<file path="config.mk">
export PLATFORM = sky130hd
export DESIGN_NAME = efpf_ctrl
export DESIGN_NICKNAME = d
export VERILOG_FILES = /design/src/design/efpf_pkg.sv /design/src/design/efpf_ctrl.sv
export SDC_FILE = /design/constraint.sdc
export NUM_CORES = 1
export LEC_CHECK = 0
export ABC_AREA = 1
export BUFFER_PORTS_ARGS = -buffer_cell sky130_fd_sc_hd__buf_2
export CAP_MARGIN = 20
export CORE_AREA = 2 2 39 41
export CTS_BUF_LIST = sky130_fd_sc_hd__clkbuf_4 sky130_fd_sc_hd__clkbuf_8
export CTS_CLUSTER_SIZE = 28
export DETAILED_ROUTE_END_ITERATION = 8
export DIE_AREA = 0 0 41 43
export SKIP_CTS_REPAIR_TIMING = 1
export SKIP_LAST_GASP = 1
export SYNTH_ARGS = -nofsm -noshare
export SYNTH_HDL_FRONTEND = slang
export SYNTH_SLANG_ARGS = --single-unit
</file>
<file path="constraint.sdc">
create_clock -name clk_i -period 1 [get_ports clk_i]
set_input_delay 0.25 -clock clk_i [delete_from_list [all_inputs] [get_ports clk_i]]
set_output_delay 0.25 -clock clk_i [all_outputs]
set_load 0.05 [all_outputs]
</file>
<file path="src/design/efpf_pkg.sv">
package efpf_pkg;

  localparam int SCREEN_WIDTH  = 640;
  localparam int SCREEN_HEIGHT = 480;

  localparam int ROW_WORDS   = (SCREEN_WIDTH + 63) / 64;
  localparam int PLANE_WORDS = SCREEN_HEIGHT * ROW_WORDS;
  localparam int ADDR_W      = $clog2(PLANE_WORDS);
  localparam int WORD_W      = (ROW_WORDS > 1) ? $clog2(ROW_WORDS) : 1;
  localparam int ROW_W       = (SCREEN_HEIGHT > 1) ? $clog2(SCREEN_HEIGHT) : 1;
  localparam int COL_W       = $clog2(SCREEN_WIDTH);
  localparam int POS_W       = 14;

  localparam int          LAST_BITS = SCREEN_WIDTH - (ROW_WORDS - 1) * 64;
  localparam logic [63:0] LAST_MASK = {64{1'b1}} >> (64 - LAST_BITS);

  localparam logic signed [POS_W-1:0] SCR_W_S  = POS_W'(SCREEN_WIDTH);
  localparam logic signed [POS_W-1:0] SCR_H_S  = POS_W'(SCREEN_HEIGHT);
  localparam logic signed [POS_W-1:0] HALF_W_S = POS_W'(SCREEN_WIDTH / 2);
  localparam logic signed [POS_W-1:0] HALF_H_S = POS_W'(SCREEN_HEIGHT / 2);

  localparam int XIN_W     = 10;
  localparam int YIN_W     = 9;
  localparam int FRAC_W    = 16;
  localparam int DVD_W     = XIN_W + FRAC_W;
  localparam int DVS_W     = YIN_W;
  localparam int DIV_CNT_W = $clog2(DVD_W + 1);
  localparam int ACC_W     = 28;
  localparam int XI_W      = ACC_W - FRAC_W;

  typedef enum logic [1:0] {
    MODE_CLEAR = 2'd0,
    MODE_EDGE  = 2'd1,
    MODE_FILL  = 2'd2,
    MODE_NONE  = 2'd3
  } mode_e;

  typedef enum logic [2:0] {
    ST_CLEAR,
    ST_IDLE,
    ST_DIV,
    ST_WALK_RD,
    ST_WALK_WR,
    ST_FILL_RD,
    ST_FILL_LD
  } state_e;

  typedef struct packed {
    logic cap;
    logic clr_step;
    logic walk_init;
    logic walk_rd;
    logic walk_wr;
    logic fill_rd;
    logic fill_ld;
  } cmd_t;

  typedef struct packed {
    logic clr_last;
    logic horiz;
    logic div_busy;
    logic walk_last;
    logic fill_last;
    logic out_free;
  } sts_t;

endpackage

</file>
<file path="src/design/efpf_ctrl.sv">
module efpf_ctrl (
  input  logic                clk_i,
  input  logic                rst_ni,
  input  logic                in_valid_i,
  output logic                in_stall_o,
  input  logic [1:0]          mode_i,
  input  efpf_pkg::sts_t      sts_i,
  output efpf_pkg::cmd_t      cmd_o
);
  import efpf_pkg::*;

  state_e state_q, state_d;
  mode_e  mode;

  assign mode = mode_e'(mode_i);

  always_comb begin
    state_d = state_q;
    unique case (state_q)
      ST_CLEAR: begin
        if (sts_i.clr_last) state_d = ST_IDLE;
      end
      ST_IDLE: begin
        if (in_valid_i) begin
          unique case (mode)
            MODE_CLEAR: state_d = ST_CLEAR;
            MODE_EDGE:  state_d = ST_DIV;
            MODE_FILL:  state_d = ST_FILL_RD;
            MODE_NONE:  state_d = ST_IDLE;
          endcase
        end
      end
      ST_DIV: begin
        if (sts_i.horiz) state_d = ST_IDLE;
        else if (!sts_i.div_busy) state_d = ST_WALK_RD;
      end
      ST_WALK_RD: state_d = ST_WALK_WR;
      ST_WALK_WR: begin
        state_d = sts_i.walk_last ? ST_IDLE : ST_WALK_RD;
      end
      ST_FILL_RD: state_d = ST_FILL_LD;
      ST_FILL_LD: begin
        if (sts_i.out_free) state_d = sts_i.fill_last ? ST_IDLE : ST_FILL_RD;
      end
      default: state_d = ST_IDLE;
    endcase
  end

  always_comb begin
    cmd_o      = '0;
    in_stall_o = 1'b1;
    unique case (state_q)
      ST_CLEAR:   cmd_o.clr_step = 1'b1;
      ST_IDLE: begin
        in_stall_o = 1'b0;
        cmd_o.cap  = in_valid_i;
      end
      ST_DIV:     cmd_o.walk_init = !sts_i.horiz && !sts_i.div_busy;
      ST_WALK_RD: cmd_o.walk_rd = 1'b1;
      ST_WALK_WR: cmd_o.walk_wr = 1'b1;
      ST_FILL_RD: cmd_o.fill_rd = 1'b1;
      ST_FILL_LD: cmd_o.fill_ld = sts_i.out_free;
      default:    cmd_o = '0;
    endcase
  end

  always_ff @(posedge clk_i or negedge rst_ni) begin
    if (!rst_ni) begin
      state_q <= ST_CLEAR;
    end else begin
      state_q <= state_d;
    end
  end

endmodule

</file>
## After elaboration in Yosys (flattened, before gate mapping)

Cells that the tools add are included.

| operators by class | value |
|---|---|
| reductions and logical operators | 6 |
| multiplexer cells | 17 |
| eq/ne operators | 13 |

Operators with widths:

| operator | count |
|---|---|
| $pmux W3 S7 | 1 |
| $mux W3 | 6 |
| $pmux W3 S4 | 1 |
| $eq A3 B3 Y1 const B | 3 |
| $mux W1 | 8 |
| $eq A3 B2 Y1 const B | 2 |
| $ne A2 B2 Y1 const B | 3 |
| $eq A2 B2 Y1 const B | 2 |
| $reduce_and A4 Y1 | 1 |
| $eq A3 B1 Y1 const B | 1 |
| $logic_not A3 Y1 | 1 |
| $ne A3 B3 Y1 const B | 1 |
| $eq A2 B1 Y1 const B | 1 |
| $logic_not A1 Y1 | 2 |
| $logic_not A2 Y1 | 1 |
| $mux W2 | 1 |
| $logic_and A1 B1 Y1 | 1 |

| word-level totals | value |
|---|---|
| bits of input ports | 11 |
| output and inout bits | 8 |
| flip-flop bits (word level) | 3 |
| logic and storage cells | 37 |

## Longest topological paths before layout

| logic depth | value |
|---|---|
| depth after elaboration | 4 |
| mapped depth | 9 |

## Worst setup path after synthesis

No wires, ideal clock.

| timing | value |
|---|---|
| kind | flip-flop to output port |
| start point | register state_q[0] |
| end point | output cmd_o[4] in the netlist's numbering |
| path buffers | 1 |
| data arrival time | 1.683 ns |
| slack | -0.933 ns |
| required time | 0.750 ns |
| stages on the path, launching flop included | 5 |
| cells stage by stage | dfrtp_1 > buf_6 > inv_2 > nand2_2 > nor3_1 |

RTL lines:

| element | line | text |
|---|---|---|
| start, declared | efpf_ctrl.sv:12 | `state_e state_q, state_d;` |
| start signal, assigned | efpf_ctrl.sv:71 | `state_q <= state_d;` |
| end, declared | efpf_ctrl.sv:8 | `output efpf_pkg::cmd_t cmd_o` |

==> metrics.txt <==
cell area after placement roughly 670 um2; first-pass GRT wire length roughly 1700 um; Ant. Diodes 0; Placer Congestion 0.8418; Area growth syn-to-layout 89.91%; Initial DRT Pass Iterations 5; Cells after Synth 67; Avg WL per Cell 9.161 um; synth cell count leaders nand2_1 (17), nor2_1 (12), inv_1 (8), nand3_1 (5); Worst Setup SP state_q[1]; DP HPWL 897.6 um; drt drc 0; vias post-DR 517; Slew Limit Fails 0; Top reg by flops state_q; CTS Buf Count 3; top-count cell post-synth nand2_1; Mapped Nets 78; Crit path required time around 0.75 ns; skew final around 0.0027 ns; H-tree levels 1; Worst-Skew Late Latency 0.23 ns; Max-Cap Viols 0; Worst Path Max Fanout 4; PwrDens ~3300 nW/um2; Hold Path Class primary input to async pin; maximum buffer depth of the clock tree 2; minimum clock period after layout 1.481 ns; EDFF count, synth 0; synthesized area per cell 6.107 um2; io pins 19; sequential share of the synthesized area 18.35%; die width 41 um; DR iter-0 viols 6; die height 43 um; violated checks setup timing; Largest regs state_q x3; pin count of the biggest net entering global routing 13; RSZ-0062 raised after global routing yes; Starting Density slightly below 30%; Most used DFF post-synth dfrtp_1; clock transition at the registers of the reported paths roughly 0.040 ns; Via density ~4.4; setup slack after layout -0.4810 ns; # rows 14; Post-Route WL 1081 um; outcome complete, but fails checks; crit path DAT 1.23 ns; Synth top area share 18.35%; Fin Setup TNS -4.404 ns; cell area after layout 777.0 um2; endpoints failing hold 0; Critical R2R Launch state_q[2]; core area 1384 um2; final setup violation count 11; layout cells sized above 1 56.86%; initial antenna violation count 0; Synth Register Bits 3; startpoint types flip-flop; area leader, netlist dfrtp_1; CTS tree yes; max reg flops 3; Async SR Flop Fraction 100.0%; mapped cell area between 400 and 500 um2; Total GRT Usage 13.98%; post-synth cell types 17; achievable clock frequency 0.6752 GHz; Worst Setup End Kind primary output; final net count ~110; final cycle utilization of the critical path 148.1%; P_leak slightly above 0.4 nW; DRT antenna net count 0; transition time at the pin with the least slew margin 0.1597 ns; number of I/O port buffers 18; vias in the first global route 469; Setup CP Type flip-flop to primary output; pre-CTS setup slack -0.3112 ns; clk sinks 3; cells taking the most area after synthesis dfrtp_1 (18%), nand2_1 (16%), nor2_1 (11%); synth warn 0; Die ar. 1763 um2; root buf cell clkbuf_4; Rel. slew slack between 80 and 90%; VDD IR-drop max 0.001987 V; reg2reg path depth 9; GRT Residual Overflow 0
## kinds of logic (layout without fill, tap and decap cells)
group / after synthesis / count (layout) / synth area share (%)
flip-flops: 3 / 3 / 18.35
AND/OR/NAND/NOR: 50 / 50 / 61.47
buffers and inverters: 14 / 49 / 20.18
## metal layers
metal	track usage, %	vias up	share of wire (%)
met2	22.81	17	51
met1	16.50	226	43
met3	1.571	2	4.6
met4	8.000	0	1.4
li1	-	272	-
met5	0	-	0
## power breakdown
group          internal (mW)  leakage (nW)  total, mW  switching, mW
clock network          0.177        0.0184      0.241         0.0640
logic                  0.880         0.351       2.10           1.22
registers              0.185        0.0367      0.260         0.0754
## critical path, stage by stage, from the launching register on
cell and delay, ns:
dfrtp_1 0.41, buf_4 0.17, inv_6 0.07, nand3_4 0.08
nor2_4 0.11, buf_6 0.16
## final timing paths
| path | to | slack, ns |
|---|---|---|
| worst max register to register | state_q[2] | -0.31 |
| worst max-delay path | cmd_o[6] | -0.48 |
| worst min register to register | state_q[1] | 0.67 |
| max in group asynchronous | state_q[2] | 0.54 |
| min in group clk_i | state_q[0] | 0.35 |
| worst min-delay path | state_q[1] | 0.34 |
## cells in the final DEF, fill, tap and decap left out, types with 2 or more instances in the layout
cell | netlist | layout
nand3b_1 | 3 | 3
nor2_4 | 1 | 4
clkbuf_4 | 0 | 4
buf_4 | 0 | 14
nand2_1 | 17 | 15
dfrtp_1 | 3 | 2
buf_2 | 0 | 10
nand2_2 | 2 | 4
nor2_2 | 3 | 2
buf_6 | 3 | 8
nor2_1 | 12 | 10
nand3_1 | 5 | 5
inv_1 | 8 | 7
nor3_4 | 0 | 3
## metrics by stage
| step | total power [mW] | util (%) | cells | hold WS [ns] |
|---|---|---|---|---|
| floorplan | 1.669 | - | 67 | -0.04559 |
| global placement | 2.112 | 48.10 | 111 | 0.05113 |
| detailed placement | 2.124 | 48.10 | 111 | 0.05090 |
| CTS | 2.372 | 50.27 | 115 | -0.1936 |
| global route | 2.769 | 56.15 | 118 | 0.3549 |
| finish | 2.603 | 56.15 | 118 | 0.3394 |
## layout make-up
type	count	area (um2)
Fill cell	127	606.8
Multi-Input combinational cell	50	317.8
Timing Repair Buffer	34	275.3
Sequential cell	3	76.32
Inverter	11	57.56
Clock buffer	4	30.03
Tap cell	16	20.02
Power figures use the tool's default switching activity.
